===== src/rtl/wsse_pkg.sv =====
`timescale 1ns / 1ps

package wsse_pkg;

    typedef enum logic [2:0] {
        PH_HEADER,
        PH_ID,
        PH_OSIZE,
        PH_DSIZE,
        PH_SKIP,
        PH_DATA,
        PH_DONE
    } phase_t;

    typedef enum logic [1:0] {
        KIND_SAMPLE     = 2'd0,
        KIND_BAD_HEADER = 2'd1,
        KIND_NO_DATA    = 2'd2,
        KIND_ZERO_FRAME = 2'd3
    } kind_t;

    typedef struct packed {
        kind_t       kind;
        logic [15:0] left;
        logic [15:0] right;
        logic        last;
    } result_t;

    localparam logic [5:0]  HDR_LAST     = 6'd35;
    localparam logic [5:0]  HDR_TAG_END  = 6'd16;
    localparam logic [5:0]  HDR_GAP_LO   = 6'd4;
    localparam logic [5:0]  HDR_GAP_HI   = 6'd8;
    localparam logic [5:0]  HDR_CH_LO    = 6'd22;
    localparam logic [5:0]  HDR_CH_HI    = 6'd23;
    localparam logic [5:0]  HDR_BITS_LO  = 6'd34;
    localparam logic [5:0]  HDR_BITS_HI  = 6'd35;
    localparam logic [31:0] DATA_TAG_LE  = 32'h6174_6164;
    localparam logic [2:0]  FIELD_BYTES  = 3'd4;
    localparam logic [15:0] BITS_8       = 16'd8;
    localparam logic [15:0] MONO         = 16'd1;
    localparam logic [7:0]  U8_OFFSET    = 8'h80;

    // expected header tag byte, gap bytes at 4..7 are never compared
    function automatic logic [7:0] tag_byte(input logic [3:0] off);
        logic [7:0] b;
        case (off)
            4'd0:    b = 8'h52;
            4'd1:    b = 8'h49;
            4'd2:    b = 8'h46;
            4'd3:    b = 8'h46;
            4'd8:    b = 8'h57;
            4'd9:    b = 8'h41;
            4'd10:   b = 8'h56;
            4'd11:   b = 8'h45;
            4'd12:   b = 8'h66;
            4'd13:   b = 8'h6d;
            4'd14:   b = 8'h74;
            4'd15:   b = 8'h20;
            default: b = 8'h00;
        endcase
        return b;
    endfunction

endpackage


===== src/rtl/wav_stream_sample_extractor_top.sv =====
`timescale 1ns / 1ps

// wav byte stream to stereo q1.15 samples
// s_ channel: one file byte per beat in s_tdata, s_tlast on the final byte of
// a file. the byte after a tlast beat starts a new file
// m_ channel: one result per beat. m_tuser carries the kind (sample, bad header
// tags, missing data chunk, zero frame size), m_tdata the left and right
// samples, m_tlast the final frame of the data chunk. error results carry zero
// samples and are sent once, after which the rest of the file is dropped
// throughput: one byte per cycle while s_tready is high, set by the single
// register stage that holds the parser state; the frame size product is kept
// in its own register
// a two-entry output buffer lets a byte be taken while a result waits;
// s_tready is low for every cycle in which the second entry holds a result
// reset clears the parser to the start of a file and empties the output buffer
module wav_stream_sample_extractor_top (
    input  logic        aclk,
    input  logic        aresetn,
    input  logic        s_tvalid,
    output logic        s_tready,
    input  logic [7:0]  s_tdata,   // [7:0] file_byte
    input  logic        s_tlast,
    output logic        m_tvalid,
    input  logic        m_tready,
    output logic [31:0] m_tdata,   // [15:0] left_sample, [31:16] right_sample
    output logic [1:0]  m_tuser,   // [1:0] kind
    output logic        m_tlast
);
    import wsse_pkg::*;

    phase_t      phase_reg, phase_next;
    logic [5:0]  hdr_off_reg, hdr_off_next;
    logic        tag_failed_reg, tag_failed_next;
    logic [15:0] chan_reg, chan_next;
    logic [15:0] bits_reg, bits_next;
    logic [31:0] word_reg, word_next;
    logic [2:0]  field_idx_reg, field_idx_next;
    logic [31:0] remain_reg, remain_next;
    logic [28:0] frame_off_reg, frame_off_next;
    logic [31:0] capture_reg, capture_next;
    logic [28:0] fsize_reg;

    logic        in_accept;
    logic        res_valid;
    result_t     res;

    result_t     main_reg, skid_reg;
    logic        main_valid_reg, skid_valid_reg;
    logic        pop;

    assign s_tready  = ~skid_valid_reg;
    assign in_accept = s_tvalid & s_tready;

    always_comb begin
        logic [31:0] word_new;
        logic [2:0]  idx_inc;
        logic [31:0] rem_dec;
        logic [28:0] off_inc;
        logic [31:0] cap_new;
        logic [15:0] l_val, r_val;

        phase_next      = phase_reg;
        hdr_off_next    = hdr_off_reg;
        tag_failed_next = tag_failed_reg;
        chan_next       = chan_reg;
        bits_next       = bits_reg;
        word_next       = word_reg;
        field_idx_next  = field_idx_reg;
        remain_next     = remain_reg;
        frame_off_next  = frame_off_reg;
        capture_next    = capture_reg;
        res_valid       = 1'b0;
        res             = '{kind: KIND_SAMPLE, left: 16'h0, right: 16'h0, last: 1'b0};

        word_new = {s_tdata, word_reg[31:8]};
        idx_inc  = field_idx_reg + 3'd1;
        rem_dec  = remain_reg - 32'd1;
        off_inc  = frame_off_reg + 29'd1;
        cap_new  = capture_reg;
        l_val    = 16'h0;
        r_val    = 16'h0;

        if (in_accept) begin
            unique case (phase_reg)
                PH_HEADER: begin
                    if (hdr_off_reg < HDR_TAG_END &&
                        (hdr_off_reg < HDR_GAP_LO || hdr_off_reg >= HDR_GAP_HI) &&
                        s_tdata != tag_byte(hdr_off_reg[3:0]))
                        tag_failed_next = 1'b1;
                    if (hdr_off_reg == HDR_CH_LO)   chan_next = {8'h00, s_tdata};
                    if (hdr_off_reg == HDR_CH_HI)   chan_next = {s_tdata, chan_reg[7:0]};
                    if (hdr_off_reg == HDR_BITS_LO) bits_next = {8'h00, s_tdata};
                    if (hdr_off_reg == HDR_BITS_HI) bits_next = {s_tdata, bits_reg[7:0]};
                    if (hdr_off_reg >= HDR_LAST) begin
                        if (tag_failed_reg) begin
                            res_valid  = 1'b1;
                            res.kind   = KIND_BAD_HEADER;
                            phase_next = PH_DONE;
                        end else begin
                            phase_next     = PH_ID;
                            field_idx_next = 3'd0;
                        end
                    end else begin
                        hdr_off_next = hdr_off_reg + 6'd1;
                    end
                end
                PH_ID, PH_OSIZE, PH_DSIZE: begin
                    word_next      = word_new;
                    field_idx_next = idx_inc;
                    if (idx_inc >= FIELD_BYTES) begin
                        field_idx_next = 3'd0;
                        if (phase_reg == PH_ID) begin
                            phase_next = (word_new == DATA_TAG_LE) ? PH_DSIZE : PH_OSIZE;
                        end else if (phase_reg == PH_OSIZE) begin
                            remain_next = word_new;
                            phase_next  = (word_new != 32'd0) ? PH_SKIP : PH_ID;
                        end else if (fsize_reg == 29'd0) begin
                            res_valid  = 1'b1;
                            res.kind   = KIND_ZERO_FRAME;
                            phase_next = PH_DONE;
                        end else begin
                            remain_next    = word_new;
                            frame_off_next = 29'd0;
                            capture_next   = 32'd0;
                            phase_next     = (word_new < {3'b000, fsize_reg}) ? PH_DONE
                                                                              : PH_DATA;
                        end
                    end
                end
                PH_SKIP: begin
                    remain_next = rem_dec;
                    if (rem_dec == 32'd0) phase_next = PH_ID;
                end
                PH_DATA: begin
                    // only the first four bytes of a frame are kept
                    if (frame_off_reg < 29'd4) begin
                        case (frame_off_reg[1:0])
                            2'd0:    cap_new = capture_reg | {24'h0, s_tdata};
                            2'd1:    cap_new = capture_reg | {16'h0, s_tdata, 8'h0};
                            2'd2:    cap_new = capture_reg | {8'h0, s_tdata, 16'h0};
                            default: cap_new = capture_reg | {s_tdata, 24'h0};
                        endcase
                    end
                    remain_next = rem_dec;
                    if (off_inc == fsize_reg) begin
                        if (bits_reg == BITS_8) begin
                            l_val = {cap_new[7:0] ^ U8_OFFSET, 8'h00};
                            r_val = {cap_new[15:8] ^ U8_OFFSET, 8'h00};
                        end else begin
                            l_val = cap_new[15:0];
                            r_val = cap_new[31:16];
                        end
                        if (chan_reg == MONO) r_val = l_val;
                        res_valid      = 1'b1;
                        res.kind       = KIND_SAMPLE;
                        res.left       = l_val;
                        res.right      = r_val;
                        res.last       = (rem_dec < {3'b000, fsize_reg}) || s_tlast;
                        frame_off_next = 29'd0;
                        capture_next   = 32'd0;
                    end else begin
                        frame_off_next = off_inc;
                        capture_next   = cap_new;
                    end
                    if (rem_dec < {3'b000, fsize_reg}) phase_next = PH_DONE;
                end
                PH_DONE: begin
                end
                default: begin
                end
            endcase

            if (s_tlast) begin
                if (!res_valid) begin
                    if (phase_next == PH_HEADER) begin
                        res_valid = 1'b1;
                        res.kind  = KIND_BAD_HEADER;
                    end else if (phase_next == PH_ID || phase_next == PH_OSIZE ||
                                 phase_next == PH_DSIZE || phase_next == PH_SKIP) begin
                        res_valid = 1'b1;
                        res.kind  = KIND_NO_DATA;
                    end
                end
                // next beat starts a new file
                phase_next      = PH_HEADER;
                hdr_off_next    = 6'd0;
                tag_failed_next = 1'b0;
                chan_next       = 16'd0;
                bits_next       = 16'd0;
                word_next       = 32'd0;
                field_idx_next  = 3'd0;
                remain_next     = 32'd0;
                frame_off_next  = 29'd0;
                capture_next    = 32'd0;
            end
        end
    end

    always_ff @(posedge aclk) begin
        if (!aresetn) begin
            phase_reg      <= PH_HEADER;
            hdr_off_reg    <= 6'd0;
            tag_failed_reg <= 1'b0;
            chan_reg       <= 16'd0;
            bits_reg       <= 16'd0;
            word_reg       <= 32'd0;
            field_idx_reg  <= 3'd0;
            remain_reg     <= 32'd0;
            frame_off_reg  <= 29'd0;
            capture_reg    <= 32'd0;
        end else begin
            phase_reg      <= phase_next;
            hdr_off_reg    <= hdr_off_next;
            tag_failed_reg <= tag_failed_next;
            chan_reg       <= chan_next;
            bits_reg       <= bits_next;
            word_reg       <= word_next;
            field_idx_reg  <= field_idx_next;
            remain_reg     <= remain_next;
            frame_off_reg  <= frame_off_next;
            capture_reg    <= capture_next;
        end
    end

    // format fields are stable long before the data size arrives
    always_ff @(posedge aclk) begin
        fsize_reg <= bits_reg[15:3] * chan_reg;
    end

    assign pop = main_valid_reg & m_tready;

    always_ff @(posedge aclk) begin
        if (!aresetn) begin
            main_valid_reg <= 1'b0;
            skid_valid_reg <= 1'b0;
        end else if (skid_valid_reg) begin
            if (pop) begin
                main_reg       <= skid_reg;
                skid_valid_reg <= 1'b0;
            end
        end else if (res_valid) begin
            if (!main_valid_reg || pop) begin
                main_reg       <= res;
                main_valid_reg <= 1'b1;
            end else begin
                skid_reg       <= res;
                skid_valid_reg <= 1'b1;
            end
        end else if (pop) begin
            main_valid_reg <= 1'b0;
        end
    end

    assign m_tvalid = main_valid_reg;
    assign m_tdata  = {main_reg.right, main_reg.left};
    assign m_tuser  = main_reg.kind;
    assign m_tlast  = main_reg.last;

endmodule

===== config.mk =====
export PLATFORM = sky130hd
export DESIGN_NAME = wav_stream_sample_extractor_top
export DESIGN_NICKNAME = d
export VERILOG_FILES = /design/src/rtl/wsse_pkg.sv /design/src/rtl/wav_stream_sample_extractor_top.sv
export SDC_FILE = /design/constraint.sdc
export NUM_CORES = 1
export LEC_CHECK = 0
export BUFFER_PORTS_ARGS = -buffer_cell sky130_fd_sc_hd__buf_2
export CORE_MARGIN = 2
export CORE_UTILIZATION = 50
export DETAILED_ROUTE_END_ITERATION = 8
export PLACE_DENSITY_LB_ADDON = 0.08
export SYNTH_ARGS = -nofsm -noshare
export SYNTH_HDL_FRONTEND = slang
export SYNTH_SLANG_ARGS = --single-unit

===== constraint.sdc =====
create_clock -name aclk -period 15.3 [get_ports aclk]
set_input_delay 4.59 -clock aclk [delete_from_list [all_inputs] [get_ports aclk]]
set_output_delay 4.59 -clock aclk [all_outputs]
set_load 0.005 [all_outputs]

# After elaboration in Yosys (flattened, before gate mapping)
# Memory sizes are Yosys's and may differ from the RTL's. A register that Yosys moved wholly into a read port is not among the register bits.
# Index checks and enable logic that the tools add are counted.
[op_classes]
magnitude_cmp = 8
eq_ne = 32
mux = 105
add_sub_neg = 4
multipliers = 1
n_reduce_logical = 43
n_bitwise = 10
[op_table]
columns = ["op", "n"]
rows = [
  ["two-way mux 32 bit", 16],
  ["two-way mux 16 bit", 11],
  ["two-way mux 35 bit", 5],
  ["two-way mux 29 bit", 6],
  ["one-hot mux 32 bit (2 select lines)", 2],
  ["one-hot mux 32 bit (3 select lines)", 1],
  ["two-way mux 33 bit", 2],
  ["less-than comparator 32 x 29 -> 1 bit", 2],
  ["one-hot mux 29 bit (2 select lines)", 1],
  ["two-way mux 3 bit", 14],
  ["== test 32 x 31 -> 1 bit, second input constant", 1],
  ["zero test 32 bit", 1],
  ["bitwise OR 32 x 16 -> 32 bit", 1],
  ["bitwise OR 32 x 24 -> 32 bit", 1],
  ["bitwise OR 32 bit", 1],
  ["bitwise OR 32 x 8 -> 32 bit", 1],
  ["nonzero test 32 bit", 1],
  ["subtractor 32 x 1 -> 32 bit, second input constant", 1],
  ["adder 29 x 1 -> 29 bit, second input constant", 1],
  ["== test 29 bit", 1],
  ["zero test 29 bit", 1],
  ["less-than comparator 29 x 3 -> 1 bit, second input constant", 1],
  ["multiplier 13 x 16 -> 29 bit", 1],
  ["two-way mux 1 bit", 26],
  ["other kinds (45)", 104],
]
[word_totals]
in_bits = 13
mem_bits_ro = 112
out_inout_bits = 37
reg_bits = 271
memories = 1
[mem_list]
columns = ["name", "depth", "word_bits", "read_ports", "rd_clocked_by_memory_dff", "write_ports", "line_no", "source"]
rows = [
  ["(name not given)", 16, 7, 1, 1, 0, "wsse_pkg.sv:46", "case (off)"],
]

# Longest topological paths before layout
[depth]
word_depth = 20
mapped_depth = 24
ltp_nobuf = 22

# Worst setup path before layout
# OpenSTA, ideal clock, no wires.
[synth_path]
path_kind = "input to register"
from = "input s_tdata[5]"
to = "register skid_reg[0] in the netlist's numbering, enable pin"
required_time_ns = 14.785
cell_stages = 11
n_path_buf = 1
arrival_time_ns = 9.568
slack_ns = 5.217
cell_sequence = "clkbuf_1 > nor3_1 > o21ai_0 > nor3_1 > nand2_1 > o31ai_1 > o31a_1 > nand4_1 > a21bo_1 > nor4_2 > nor4_1"
[synth_between]
elab_chain_len = 18
[synth_lines]
columns = ["element", "line_no", "source"]
rows = [
  ["start, declared", "wav_stream_sample_extractor_top.sv:21", "input logic [7:0] s_tdata,"],
  ["less-than comparator 32 x 29 -> 1 bit", "wav_stream_sample_extractor_top.sv:125", "phase_next = (word_new < {3'b000, fsize_reg}) ? PH_DONE"],
  ["two-way mux 2 bit", "wav_stream_sample_extractor_top.sv:125", ""],
  ["two-way mux 2 bit", "wav_stream_sample_extractor_top.sv:117", "end else if (fsize_reg == 29'd0) begin"],
  ["two-way mux 3 bit", "wav_stream_sample_extractor_top.sv:114", "end else if (phase_reg == PH_OSIZE) begin"],
  ["two-way mux 3 bit (*)", "wav_stream_sample_extractor_top.sv:112", "if (phase_reg == PH_ID) begin"],
  ["two-way mux 3 bit (*)", "wav_stream_sample_extractor_top.sv:110", "if (idx_inc >= FIELD_BYTES) begin"],
  ["one-hot mux 3 bit (4 select lines) (*)", "wav_stream_sample_extractor_top.sv:84", "unique case (phase_reg)"],
  ["two-way mux 3 bit (*)", "wav_stream_sample_extractor_top.sv:83", "if (in_accept) begin"],
  ["== test 3 x 1 -> 1 bit / == test 3 x 2 -> 1 bit (equally long branches)", "wav_stream_sample_extractor_top.sv:178", "end else if (phase_next == PH_ID || phase_next == PH_OSIZE ||"],
  ["logical OR 1 bit (2 in series)", "wav_stream_sample_extractor_top.sv:178", ""],
  ["logical OR 1 bit", "wav_stream_sample_extractor_top.sv:179", "phase_next == PH_DSIZE || phase_next == PH_SKIP) begin"],
  ["two-way mux 1 bit", "wav_stream_sample_extractor_top.sv:178", ""],
  ["two-way mux 1 bit (*)", "wav_stream_sample_extractor_top.sv:175", "if (phase_next == PH_HEADER) begin"],
  ["two-way mux 1 bit (*)", "wav_stream_sample_extractor_top.sv:174", "if (!res_valid) begin"],
  ["two-way mux 1 bit (*)", "wav_stream_sample_extractor_top.sv:173", "if (s_tlast) begin"],
  ["two-way mux 1 bit (*)", "wav_stream_sample_extractor_top.sv:83", ""],
  ["AND reduction 4 bit (no source line) (*)", "n/a", ""],
  ["end signal, assigned", "wav_stream_sample_extractor_top.sv:246", "skid_reg <= res;"],
  ["end, declared", "wav_stream_sample_extractor_top.sv:47", "result_t main_reg, skid_reg;"],
]
# Every way passes the cells marked *; elsewhere a longest branch is shown, timed or not. The select of a mux whose other input is x is not followed.
# A chain may end at the register's enable or synchronous reset.

# Worst setup path in the final report
[layout_path]
from = "input s_tdata[3]"
to = "register main_reg, in the netlist m_tdata[28], enable pin"
[layout_between]
elab_chain_len = 19
[layout_lines]
columns = ["element", "line_no", "source"]
rows = [
  ["less-than comparator 32 x 29 -> 1 bit", "wav_stream_sample_extractor_top.sv:125", ""],
  ["two-way mux 2 bit", "wav_stream_sample_extractor_top.sv:125", ""],
  ["two-way mux 2 bit", "wav_stream_sample_extractor_top.sv:117", ""],
  ["two-way mux 3 bit", "wav_stream_sample_extractor_top.sv:114", ""],
  ["two-way mux 3 bit (*)", "wav_stream_sample_extractor_top.sv:112", ""],
  ["two-way mux 3 bit (*)", "wav_stream_sample_extractor_top.sv:110", ""],
  ["one-hot mux 3 bit (4 select lines) (*)", "wav_stream_sample_extractor_top.sv:84", ""],
  ["two-way mux 3 bit (*)", "wav_stream_sample_extractor_top.sv:83", ""],
  ["[3 not listed]", "n/a", ""],
  ["logical OR 1 bit", "wav_stream_sample_extractor_top.sv:179", ""],
  ["two-way mux 1 bit", "wav_stream_sample_extractor_top.sv:178", ""],
  ["two-way mux 1 bit (*)", "wav_stream_sample_extractor_top.sv:175", ""],
  ["two-way mux 1 bit (*)", "wav_stream_sample_extractor_top.sv:174", ""],
  ["two-way mux 1 bit (*)", "wav_stream_sample_extractor_top.sv:173", ""],
  ["two-way mux 1 bit (*)", "wav_stream_sample_extractor_top.sv:83", ""],
  ["nonzero test 2 bit (no source line) (*)", "n/a", ""],
  ["AND reduction 4 bit (no source line) (*)", "n/a", ""],
  ["end signal, assigned", "wav_stream_sample_extractor_top.sv:238", "main_reg <= skid_reg;"],
  ["end signal, assigned", "wav_stream_sample_extractor_top.sv:243", "main_reg <= res;"],
  ["end, declared", "wav_stream_sample_extractor_top.sv:47", ""],
]
# Marks and branches as above.

==> out/qor.json <==
{
  "synth-edff-count": 70,
  "power.leakage_uw": 0.00968,
  "critical_path.n_buffers_inverters": 1,
  "startpoint_type": "input pin",
  "postSynthCellCount": 2646,
  "grt_pass1_wl_um": 104000,
  "share_comb_of_total_power_pct": 7.0,
  "dieWidth_um": 213,
  "avgSynthCellArea_um2": 8.25,
  "drcViolationCount": 0,
  "cp_slowest_stage_delay_ns": 0.89,
  "layout_common_cells": "325 x sky130_fd_sc_hd__nand2_1, 269 x sky130_fd_sc_hd__nor2_1, 211 x sky130_fd_sc_hd__inv_1, 211 x sky130_fd_sc_hd__a21oi_1, 200 x sky130_fd_sc_hd__dfxtp_1",
  "via_count_of_the_first_global_routing_pass": 18800,
  "antenna_left": 0,
  "worst_setup_slack_final_ns": 7.68,
  "timing.critical_path.slowest_stage_cell": "sky130_fd_sc_hd__o21ai_4",
  "crit_chain": "buf_2 -> ha_1 -> a21oi_1 -> o22ai_1 -> nor3_1 -> nand2_1 -> o31ai_1 -> o31a_1 -> nand4_1 -> a21bo_1 -> nor4_2 -> o21ai_4",
  "synth_area_um2": 21800,
  "sequentialPowerShare_pct": 48.3,
  "leading_cell_type_in_the_layout_fill_and_taps_excluded": "sky130_fd_sc_hd__nand2_1",
  "switchingPower_uw": 383,
  "drt-pass1-iter-count": 6,
  "critPathLaunch": "s_tdata[3]",
  "vdd.ir_drop.worst_mv": 0.0801,
  "final_nets": 2882,
  "total_power_density_per_cell_area_nw_per_um2": 67.0,
  "start_util_pct": 50.7,
  "synth_seq_area_share_pct": 28.0,
  "drtIter0Drc": 1818,
  "cts_htree_levels": 1,
  "vias": 19100,
  "run_status": "complete, no violations",
  "rows": 76,
  "synth.lib_cells_used.distinct": 85,
  "path_class": "input pin to flip-flop",
  "drive_gt1_share_pct": 6.04,
  "dominantRegCellSynth": "sky130_fd_sc_hd__dfxtp_1",
  "cts.repair_timing.setup_buffer_count": 0,
  "arrival_worst_endpoint_ns": 7.81,
  "port-buffer-count": 49,
  "gp_congestion": 0.910,
  "worst_pin_slew_ns": 1.20,
  "cts-buffers-inserted": 29,
  "die_area_um2": 45300,
  "worstSetupEndpointType": "flip-flop",
  "dpl_worst_slack_ns": 7.12,
  "stdcell_count": 3185,
  "final_max_slew_viol_count": 0,
  "period_minus_slack_ns": 7.62,
  "globalRouteTotalUtil_pct": 29.1,
  "async_sr_flop_fraction_pct": 0,
  "grt_max_degree": 67,
  "clock-root-buffer": "sky130_fd_sc_hd__clkbuf_16",
  "ports": 50,
  "finalHoldViolCount": 0,
  "pwr-share-clk_pct": 44.7,
  "path_depth_of_the_worst_reg2reg_path": 20,
  "cts_resized": 0,
  "r2r_start": "bits_reg[5]",
  "cp.depth": 12,
  "synthToLayoutAreaGrowth_pct": 6.54,
  "reg2reg_slack_ns": 8.18,
  "drv.max_cap_violation_count": 0,
  "synth_largest_type_area_fraction_pct": 18.3,
  "fin_worst_hold_slack_ns": 0.450,
  "vert_die_dim_um": 213,
  "largest_register_ffs": 35,
  "timing.hold.worst.class": "flip-flop to flip-flop",
  "ctsLongestPathBuffers": 3,
  "synth_top_area_cell": "sky130_fd_sc_hd__dfxtp_1",
  "syn_nets": 2952,
  "clock.fmax_ghz": 0.131,
  "dp_hpwl_um": 47000,
  "worst_r2r_endpoint": "fsize_reg[28]",
  "synth_register_bits": 270,
  "ys_warn_count": 0,
  "power.share.switching_pct": 24.6,
  "grt_setup_unrepaired": "no",
  "detail_route.vias_per_cell": 6.00,
  "synth_area_leaders": "sky130_fd_sc_hd__dfxtp_1 18%, sky130_fd_sc_hd__fa_1 14%, sky130_fd_sc_hd__edfxtp_1 9.6%, sky130_fd_sc_hd__ha_1 8.0%, sky130_fd_sc_hd__nand2_1 5.6%",
  "hold_start": "capture_reg[22]",
  "placedCellCount": 3130,
  "worst-endpoint-required_ns": 15.50,
  "worst_slew_margin_rel_pct": 19.3,
  "drt_wl_total_um": 64600,
  "final.setup_skew_ns": 0.0112,
  "timing.critical_path.max_delay_family": "compound AO/OA/AOI/OAI gates",
  "timing.final.setup_violations": 0,
  "worstPathMaxFanout": 35,
  "antenna_found_initial": 5,
  "cts-hold-fix-buffers": 0,
  "internal_power_uw": 1170,
  "avgRoutedWirePerCell_um": 20.3,
  "cts_sinks": 270,
  "total_negative_slack_for_setup_checks_ns": 0,
  "worst_skew_pair.late_latency_ns": 0.58,
  "min_period_over_period_pct": 49.8,
  "worst_setup_hold_path_clk_slew_ns": 0.06,
  "clock_tree_from_tritoncts": "yes",
  "timing.critical_path.to": "m_tdata[28]",
  "core_area_um2": 43100,
  "grt_overflow_total": 0
}
-- kinds of logic after synthesis --
family,share of synthesized area (%)
simple gates,23.4
compound gates,14.7
buf+inv,7.14
fa+ha+maj,22.1
flops,28.0
xor+xnor,3.97
mux,0.642
-- power by group through the flow --
stage          clock, uW  combinational [uW]  sequential [uW]
2_1_floorplan          0                75.4              762
3_5_place_dp           0                 108              768
5_1_grt              733                 120              753
6_report             695                 109              752
3_3_place_gp           0                 106              767
4_1_cts              706                 108              752
-- per-stage QoR --
step / area [um^2] / utilization [%] / power (uW)
after floorplan: 21800 / - / 837
after global placement: 22300 / 51.8 / 874
after detailed placement: 22300 / 51.8 / 875
after CTS: 23200 / 54.0 / 1570
after global routing: 23200 / 54.0 / 1610
final: 23200 / 54.0 / 1560
-- layer usage --
layer	GRT usage (%)	vias up	wire length, um
met5	0	-	25
met4	8.71	4	1740
met1	40.0	9291	27800
met2	47.9	728	30200
met3	4.02	118	4770
li1	-	8957	-
-- worst reg2reg max path, delay by kind of cell (launching register included) --
family	cells	cell delay, ns
simple gates	1	0.21
flops	1	0.84
fa+ha+maj	6	2.94
xor+xnor	1	0.13
buf+inv	3	0.15
compound gates	9	2.81
-- worst min-delay path by stage --
| stage | to | slack (ns) | depth (start not counted) |
|---|---|---|---|
| 2_1_floorplan | capture_reg[0] | 0.43 | 2 |
| 3_3_place_gp | capture_reg[20] | 0.44 | 2 |
| 3_5_place_dp | capture_reg[23] | 0.44 | 2 |
| 4_1_cts | capture_reg[14] | 0.45 | 2 |
| 5_1_grt | capture_reg[2] | 0.46 | 2 |
| 6_report | capture_reg[22] | 0.45 | 2 |
-- synthesized netlist by cell type (all sizes together) (8+ instances only) --
cell type  count
nand4         43
buf           35
o21ai        110
a211oi        15
nor4b         11
a21o          31
fa           154
o31ai         25
nand3         76
ha           139
nand2        325
or3           12
inv          212
nor4          60
and4           9
a32oi         18
and2          86
o21a          12
a2111oi        9
nor2         271
a22oi         28
nor3          69
a31oi         13
nand2b        11
xnor2         57
mux2           8
or4           17
and3          15
dfxtp        200
nor2b         15
xor2          42
a21oi        212
or2           10
edfxtp        70
clkbuf       143
-- cell type report --
| cell class | count | area [um^2] |
|---|---|---|
| Multi-Input combinational cell | 1986 | 14200 |
| Timing Repair Buffer | 77 | 455 |
| Sequential cell | 270 | 6110 |
| Clock buffer | 48 | 827 |
| Inverter | 212 | 798 |
| Antenna cell | 2 | 5.00 |
| Clock inverter | 5 | 90.1 |
| Tap cell | 585 | 732 |
| Fill cell | 4076 | 19800 |
No activity file was read; power rests on OpenSTA's default activity.
